<file path="src/design/fibmp_pkg.sv">
package fibmp_pkg;

    localparam int WORD_W = 64;
    localparam int HALF_W = 32;
    localparam int EXP_W  = WORD_W - 1;
    localparam int TERM_W = 3;

    typedef logic [WORD_W-1:0] word_t;
    typedef logic [HALF_W-1:0] half_t;

    // entries a, b, c, d of a 2x2 matrix, row-major
    typedef logic [3:0][WORD_W-1:0] mat2_t;

    localparam logic [1:0] ENT_A = 2'd0;
    localparam logic [1:0] ENT_B = 2'd1;
    localparam logic [1:0] ENT_C = 2'd2;
    localparam logic [1:0] ENT_D = 2'd3;

    // packed concatenation lists d first, a last
    localparam mat2_t BASE_MATRIX     = {64'd1, 64'd1, 64'd1, 64'd2};
    localparam mat2_t IDENTITY_MATRIX = {64'd1, 64'd0, 64'd0, 64'd1};

    // eight product terms per matrix product, then the multiply pipe is drained
    localparam logic [TERM_W-1:0] TERM_LAST  = 3'd7;
    localparam logic [TERM_W-1:0] DRAIN_LAST = 3'd1;

    typedef enum logic {
        OP_MUL = 1'b0,
        OP_SQR = 1'b1
    } op_t;

    typedef struct packed {
        logic              load;
        logic              issue;
        logic [TERM_W-1:0] term;
        logic              commit;
        op_t               op;
        logic              shift;
        logic              finish;
    } dp_cmd_t;

    typedef struct packed {
        logic exp_zero;
        logic exp_lsb;
        logic exp_last;
        logic out_hold;
    } dp_status_t;

endpackage

</file>
<file path="src/design/fibmp_ctrl.sv">
module fibmp_ctrl (
    input  logic                  clk,
    input  logic                  rst_n,
    input  logic                  in_valid,
    output logic                  in_ready,
    input  fibmp_pkg::dp_status_t status,
    output fibmp_pkg::dp_cmd_t    cmd
);
    import fibmp_pkg::*;

    typedef enum logic [6:0] {
        ST_IDLE   = 7'b0000001,
        ST_CHECK  = 7'b0000010,
        ST_ISSUE  = 7'b0000100,
        ST_DRAIN  = 7'b0001000,
        ST_COMMIT = 7'b0010000,
        ST_SHIFT  = 7'b0100000,
        ST_FINISH = 7'b1000000
    } state_t;

    state_t            state_reg;
    state_t            state_next;
    logic [TERM_W-1:0] cnt_reg;
    logic [TERM_W-1:0] cnt_next;
    op_t               op_reg;
    op_t               op_next;

    always_ff @(posedge clk or negedge rst_n)
    begin
        if (!rst_n)
        begin
            state_reg <= ST_IDLE;
            cnt_reg   <= '0;
            op_reg    <= OP_MUL;
        end
        else
        begin
            state_reg <= state_next;
            cnt_reg   <= cnt_next;
            op_reg    <= op_next;
        end
    end

    always_comb
    begin
        state_next = state_reg;
        cnt_next   = cnt_reg;
        op_next    = op_reg;
        in_ready   = 1'b0;
        cmd        = '0;
        cmd.op     = op_reg;
        cmd.term   = cnt_reg;
        case (state_reg)
            ST_IDLE:
            begin
                in_ready = 1'b1;
                if (in_valid)
                begin
                    cmd.load   = 1'b1;
                    state_next = ST_CHECK;
                end
            end
            ST_CHECK:
            begin
                // index 0 and 1 leave the exponent at zero: identity gives the answer
                if (status.exp_zero)
                begin
                    state_next = ST_FINISH;
                end
                else if (status.exp_lsb)
                begin
                    op_next    = OP_MUL;
                    cnt_next   = '0;
                    state_next = ST_ISSUE;
                end
                else
                begin
                    state_next = ST_SHIFT;
                end
            end
            ST_ISSUE:
            begin
                cmd.issue = 1'b1;
                if (cnt_reg == TERM_LAST)
                begin
                    cnt_next   = '0;
                    state_next = ST_DRAIN;
                end
                else
                begin
                    cnt_next = cnt_reg + 1'b1;
                end
            end
            ST_DRAIN:
            begin
                if (cnt_reg == DRAIN_LAST)
                begin
                    state_next = ST_COMMIT;
                end
                else
                begin
                    cnt_next = cnt_reg + 1'b1;
                end
            end
            ST_COMMIT:
            begin
                cmd.commit = 1'b1;
                state_next = (op_reg == OP_MUL) ? ST_SHIFT : ST_CHECK;
            end
            ST_SHIFT:
            begin
                cmd.shift = 1'b1;
                // no squaring once the last exponent bit is used
                if (status.exp_last)
                begin
                    state_next = ST_FINISH;
                end
                else
                begin
                    op_next    = OP_SQR;
                    cnt_next   = '0;
                    state_next = ST_ISSUE;
                end
            end
            ST_FINISH:
            begin
                if (!status.out_hold)
                begin
                    cmd.finish = 1'b1;
                    state_next = ST_IDLE;
                end
            end
            default:
            begin
                state_next = ST_IDLE;
            end
        endcase
    end

endmodule

</file>
<file path="config.mk">
export PLATFORM = sky130hd
export DESIGN_NAME = fibmp_ctrl
export DESIGN_NICKNAME = d
export VERILOG_FILES = /design/src/design/fibmp_pkg.sv /design/src/design/fibmp_ctrl.sv
export SDC_FILE = /design/constraint.sdc
export NUM_CORES = 1
export LEC_CHECK = 0
export BUFFER_PORTS_ARGS = -buffer_cell sky130_fd_sc_hd__buf_2
export CORE_MARGIN = 8
export CORE_UTILIZATION = 50
export CTS_BUF_LIST = sky130_fd_sc_hd__clkbuf_2 sky130_fd_sc_hd__clkbuf_4 sky130_fd_sc_hd__clkbuf_8
export DETAILED_ROUTE_END_ITERATION = 10
export PLACE_DENSITY = 0.71
export SYNTH_ARGS = -nofsm -noshare
export SYNTH_HDL_FRONTEND = slang
export SYNTH_SLANG_ARGS = --single-unit
</file>
<file path="constraint.sdc">
create_clock -name clk -period 2.2 [get_ports clk]
set_input_delay 0.22 -clock clk [delete_from_list [all_inputs] [get_ports clk]]
set_output_delay 0.22 -clock clk [all_outputs]
set_load 0.02 [all_outputs]
</file>
# [After elaboration in Yosys (flattened, before gate mapping)]
# Index checks and enable logic that the tools add are counted.
[totals] register_bits=11 inputBits=7 wordCells=53
[op_classes] addsub=1 n_eq_ne=17 muxes=27 reduce_logical=5
[op_table] cell="$pmux 7 s7" n=1
[op_table] cell="$mux 7" n=6
[op_table] cell="$ne 2x2->1 const B" n=8
[op_table] cell="$mux 3" n=5
[op_table] cell="$mux 6" n=2
[op_table] cell="$pmux 3 s4" n=1
[op_table] cell="$mux 1" n=11
[op_table] cell="$reduce_and 4->1" n=2
[op_table] cell="$eq 7x1->1 const B" n=1
[op_table] cell="$eq 7x2->1 const B" n=1
[op_table] cell="$eq 7x3->1 const B" n=1
[op_table] cell="$eq 7x4->1 const B" n=1
[op_table] cell="$eq 7x5->1 const B" n=1
[op_table] cell="$eq 7x6->1 const B" n=1
[op_table] cell="$eq 7x7->1 const B" n=1
[op_table] cell="$reduce_and 5->1" n=1
[op_table] cell="$reduce_bool 4->1" n=1
[op_table] cell="$add 3x1->3 const B" n=1
[op_table] cell="$eq 3x1->1 const B" n=1
[op_table] cell="$eq 3x3->1 const B" n=1
[op_table] cell="$pmux 1 s2" n=1
[op_table] cell="$reduce_bool 2->1" n=1

# [Longest topological paths before layout]
# Gate-level depths: netlist (run 1).
[depth] word_depth=3 depth_mapped=7 depth_no_buf=7

# [Least setup slack after synthesis (run 1)]
# OpenSTA, ideal clock, no wires.
[synth_timing] kind="register -> output" from="register state_reg[3]" to="output port cmd[0] (netlist bit)" t_arrival_ns=1.653 t_required_ns=1.980 slack_ns=0.327 path_stages_with_launch=4 cell_sequence="dfrtp_1 nor4_4 nand2_2 nor4b_1"
[synth_lines] element="start, declared" line="fibmp_ctrl.sv:21" source="state_t state_reg;"
[synth_lines] element="start signal, assigned" line="fibmp_ctrl.sv:38" source="state_reg <= state_next;"
[synth_lines] element="end, declared" line="fibmp_ctrl.sv:7" source="output fibmp_pkg::dp_cmd_t cmd"

==> results.cfg, run 1 <==
[outcome]
status = finished clean

[synth]
synth_area_leaders = dfrtp_1, ha_1, dfstp_2
syn-instance-count = 77
ys_seq_area_share_pct = 35.6
synth_cell_types = 40
yosysTopAreaCellShare_pct = 32.2
syn_area_per_cell_um2 = 10.1
syn_area_um2 = 777
ys_warn_count = 0
ys_ff_latch = 11
syn_nets = 87
yosysTopAreaCell = dfrtp_1

[pwr]
power.density_nw_per_um2 = 1440
p_leak_nw = 0.444
ir_drop_mv = 0.781

[drt]
drtPass1Iterations = 4
vias = 643
wire_per_inst_um = 15.0
drt_iter0_drc = 4
routed_wl_um = 1680
drcViolationCount = 0
ant_nets = 0
vias_per_cell = 5.74

[floorplan]
die_x_um = 55.4
dieArea_um2 = 3070
fp-row-count = 14
dieHeight_um = 55.4
start_util_pct = 52.2
pin_count = 17
coreArea_um2 = 1490

[placement]
dp_hpwl_um = 1370
pre_cts_ws_ps = 512
gp_congestion = 0.737
portBuffers = 16

[global_routing]
grt_start_max_net_pins = 12
antenna_found_initial = 0
grt_first_pass_wirelength_um = 2850
grt_pass1_vias = 619
grt_remaining_overflow = 0
gr-usage-all-layers_pct = 11.7

[critical_path]
max_stage_delay_ps = 450
cp.arrival_ps = 1750
cp_slowest_cell = dfrtp_1
worstPathRequired_ps = 1980
cp_max_fo = 6
cp_cell_sequence = nor4_4 > nand2_2 > nor3_4 > and2_1 > buf_2
reg2reg_depth = 5
timing.rr.start = state_reg[6]
startpoint = state_reg[3]
criticalPathCategory = reg -> out
crit_path_end_kind = output pin
startpoint_type = register

[sta]
slew_headroom_pct = 76.2
setup_viol = 0
fin_crit_sh_pct = 89.5
worst_pin_slew_ps = 354
period_needed_ps = 1970
fin_tns_setup_ps = 0
maxSlewViolCount = 0
setup_ws_ps = 230
fmax_mhz = 508
grt_setup_unrepaired = false
hold_violations = 0
fin_worst_skew_ps = 4.45

[worst_hold_path]
min_from = status[2]
hold_depth = 2
hp-class = in -> reg

[flow_run]
drv_cap = 0

[layout]
area_growth_pct = 16.1
nets = 107
drive_gt1_share_pct = 39.6
antennaDiodeCount = 0
largest_register_ffs = 7

[clocking]
htreeDepth = 1
cts_buffers = 3
clock_path_buffers = 2
path_clk_slew_ps = 70
clockRootBuffer = clkbuf_4
cts_tree = done
ctsResizeCount = 0
clk_latency_ps = 280
cts.sinks = 11
-- worst max-delay path: cells and delay by family, from the launching register on --
kind,cells,cell delay [ps]
buffers and inverters,1,160
DFF,1,450
and+or+nand+nor,4,860
-- cell type report --
| type | instances | area [µm²] |
|---|---|---|
| fill | 120 | 587 |
| multi-input combinational | 57 | 459 |
| sequential | 11 | 277 |
| timing repair buffer | 17 | 90.1 |
| clock buffer | 4 | 30.0 |
| inverter | 7 | 26.3 |
| tap | 16 | 20.0 |
-- final timing paths --
path | end | slack [ps]
setup / recovery | cmd[8] | 230
max in group asynchronous | state_reg[0] | 1590
setup reg to reg | cnt_reg[1] | 560
min in group asynchronous | cnt_reg[1] | 340
hold reg to reg | cnt_reg[0] | 530
hold / removal | state_reg[5] | 150
-- cells by family (layout without fill, tap and decap cells) --
logic type               Yosys count  after routing  share of synthesized area, %
buffers and inverters              9             28                          5.31
adder cells (fa/ha/maj)            3              3                          4.83
flip-flops                        11             11                          35.6
AND/OR/NAND/NOR                   34             34                          33.3
XOR/XNOR                           1              1                          1.13
AO/OA/AOI/OAI                     19             19                          19.8
-- per-layer routing --
metal  global-route usage (%)  up-vias  part of all wire [%]
met3                     3.42        5                   5.9
met2                     17.3       26                    47
li1                         -      316                     -
met4                     10.6        0                   3.5
met1                     13.1      296                    44
met5                        0        -                     0
-- power breakdown --
part           internal (mW)  switching, mW  leakage [nW]
clock network         0.0827         0.0732        0.0184
logic                  0.313          0.450         0.281
registers              0.281          0.102         0.145
total                  0.677          0.626         0.444
-- cell usage in the layout, fill, tap and decap left out, types with 2 or more instances in the layout --
cell type  instances
nand2b_1           3
buf_2             16
o21ai_2            2
a21oi_1            5
inv_1              7
o32ai_1            2
dfrtp_1           10
nor3b_2            2
nor2_1             7
clkbuf_4           4
nor2b_1            2
a31oi_1            2
ha_1               3
nand2_1            3
-- per-stage QoR --
stage	instance area [µm²]	cells	hold WS (ps)	util (%)	total power [mW]
2_1_floorplan	777	77	-75.6	-	0.974
3_3_place_gp	862	107	106	57.9	1.14
3_5_place_dp	862	107	104	57.9	1.16
4_1_cts	902	112	148	60.6	1.31
5_1_grt	902	112	160	60.6	1.40
6_report	902	112	151	60.6	1.30
-- synth_stat cells --
cell and count:
nor2_4 1, nor3_4 1, o21a_1 1, o21ai_0 1, nand3_2 1, nand3_1 1, nor2_1 7, o2bb2ai_1 1
nor4_4 1, nor3_1 1, o21ba_2 1, o22ai_2 1, and3_1 1, buf_4 2, dfstp_2 1, o21ai_2 2
a21oi_1 5, nand2_1 3, nand2_2 1, a22oi_2 1, and2b_2 1, a22o_1 1, nor2b_2 1, xor2_1 1
nor2b_1 2, o41ai_2 1, nor4b_1 1, o32ai_1 2, nor3b_2 2, a31oi_1 2, and4_1 1, inv_1 7
nand3b_4 1, nand2b_1 3, nand4_1 1, or2b_2 1, dfrtp_1 10, and2_1 1, nor3b_1 1, ha_1 3
-- what timing repair did --
item	CTS	global route
hold endpoints to repair	10	0
hold buffers	1	0
buffers inserted	0	0
No activity file was read; power rests on OpenSTA's default activity.
==> inputs of run 2 (changes only) <==
MAX_ROUTING_LAYER = met4   (was not set)
REMOVE_ABC_BUFFERS = 1   (was not set)
==> run 2 against run 1 <==
Count of clock-buffer cells in the layout unchanged. Critical path depth unchanged. Via count is 2.2% lower. Non-clock buffer count stayed put. Core utilization did not move. Fmax is 1.5% lower. Largest power group unchanged. Highest routed layer unchanged.
==> results.cfg, run 2 (synthesized netlist as in run 1, its figures left out) <==
[critical_path]
cp.arrival_ps = 1780
worstPathRequired_ps = 1980
crit_path_end_kind = output pin
startpoint_type = register
criticalPathCategory = reg -> out
cp_max_fo = 6

[global_routing]
grt_remaining_overflow = 0
grt_first_pass_wirelength_um = 2800
antenna_found_initial = 0
grt_start_max_net_pins = 12
gr-usage-all-layers_pct = 11.4
grt_pass1_vias = 654

[sta]
worst_pin_slew_ps = 329
fmax_mhz = 500
fin_worst_skew_ps = 2.75
grt_setup_unrepaired = false
period_needed_ps = 2000
hold_violations = 0
maxSlewViolCount = 0
slew_headroom_pct = 77.9
setup_ws_ps = 200
fin_crit_sh_pct = 90.9
setup_viol = 0
fin_tns_setup_ps = 0

[drt]
drtPass1Iterations = 4
routed_wl_um = 1650
drcViolationCount = 0
vias = 629
drt_iter0_drc = 3
ant_nets = 0
vias_per_cell = 5.62
wire_per_inst_um = 14.7

[pwr]
power_frac_comb_pct = 58.6
p_leak_nw = 0.444
ir_drop_mv = 0.694
p_seq_share_pct = 29.7
power.density_nw_per_um2 = 1440
internal_power_mw = 0.677
p_clk_share_pct = 11.7
power.share.switching_pct = 47.9
p_sw_mw = 0.622

[clocking]
cts_setup_buffers = 0
clk_latency_ps = 270
ctsResizeCount = 0
clockRootBuffer = clkbuf_4
htreeDepth = 1
cts_buffers = 3
cts_tree = done
cts.sinks = 11
holdBufCountCts = 1
clock_path_buffers = 2
path_clk_slew_ps = 70

[layout]
seqCellArea_um2 = 277
utilization_pct = 60.6
multi_input_area_um2 = 459
drive_gt1_share_pct = 39.6
nets = 107
area_growth_pct = 16.1
layoutNonFillerInstCount = 112
fillerInstances = 129
antennaDiodeCount = 0
mostFrequentLayoutCells = buf_2, dfrtp_1, nor2_1, inv_1, a21oi_1
layout_commonest_cell = buf_2
largest_register_ffs = 7
fin_area_um2 = 902

[flow_run]
drv_cap = 0

[placement]
place_area_um2 = 862
dp_cells = 107
pre_cts_ws_ps = 496
dp_hpwl_um = 1310
gp_congestion = 0.758
portBuffers = 16

[floorplan]
die_x_um = 55.4
start_util_pct = 52.2
dieArea_um2 = 3070
pin_count = 17
fp-row-count = 14
coreArea_um2 = 1490
dieHeight_um = 55.4

[outcome]
status = finished clean

[worst_hold_path]
hp-class = in -> reg
==> run 2: cell type report <==
class                   count  area share, %
multi-input cells          57           50.9
flip-flops and latches     11           30.7
repair buffers             17           9.99
clock buffers               4           3.33
inverters                   7           2.91
well taps                  16           2.22
==> run 2: power groups by stage <==
| stage | sequential, mW | combinational, mW | clock (mW) |
|---|---|---|---|
| after global routing | 0.397 | 0.840 | 0.166 |
| after CTS | 0.384 | 0.770 | 0.160 |
| after floorplan | 0.409 | 0.554 | 0 |
| after detailed placement | 0.387 | 0.757 | 0 |
| after global placement | 0.384 | 0.753 | 0 |
| final | 0.385 | 0.761 | 0.152 |
==> run 2: stage by stage <==
stage,power (mW),hold slack (ps)
detailed placement,1.14,104
finish,1.30,150
global placement,1.14,105
global route,1.40,145
floorplan,0.963,-75.6
CTS,1.31,142
==> run 2: worst max-delay path: stages (launching register included) <==
cell	delay (ps)
dfrtp_1	450
nor4_4	390
nand2_2	140
nor3_4	210
and2_1	160
buf_2	160
==> run 2: path summary, 6_finish.rpt <==
check,startpoint,to,slack [ps],cells past startpoint
setup / recovery,state_reg[3],cmd[8],200,5
hold reg to reg,cnt_reg[0],cnt_reg[0],530,1
max in group asynchronous,rst_n,state_reg[0],1580,2
setup reg to reg,state_reg[6],cnt_reg[1],610,5
hold / removal,status[2],state_reg[5],150,2
min in group asynchronous,rst_n,cnt_reg[0],350,2
==> run 2: layer usage <==
layer / vias up / track usage (%) / wire length, µm
li1: 315 / - / -
met1: 297 / 12.3 / 783
met2: 12 / 17.9 / 763
met3: 5 / 2.51 / 48
met4: 0 / 8.45 / 50
met5: - / - / 0
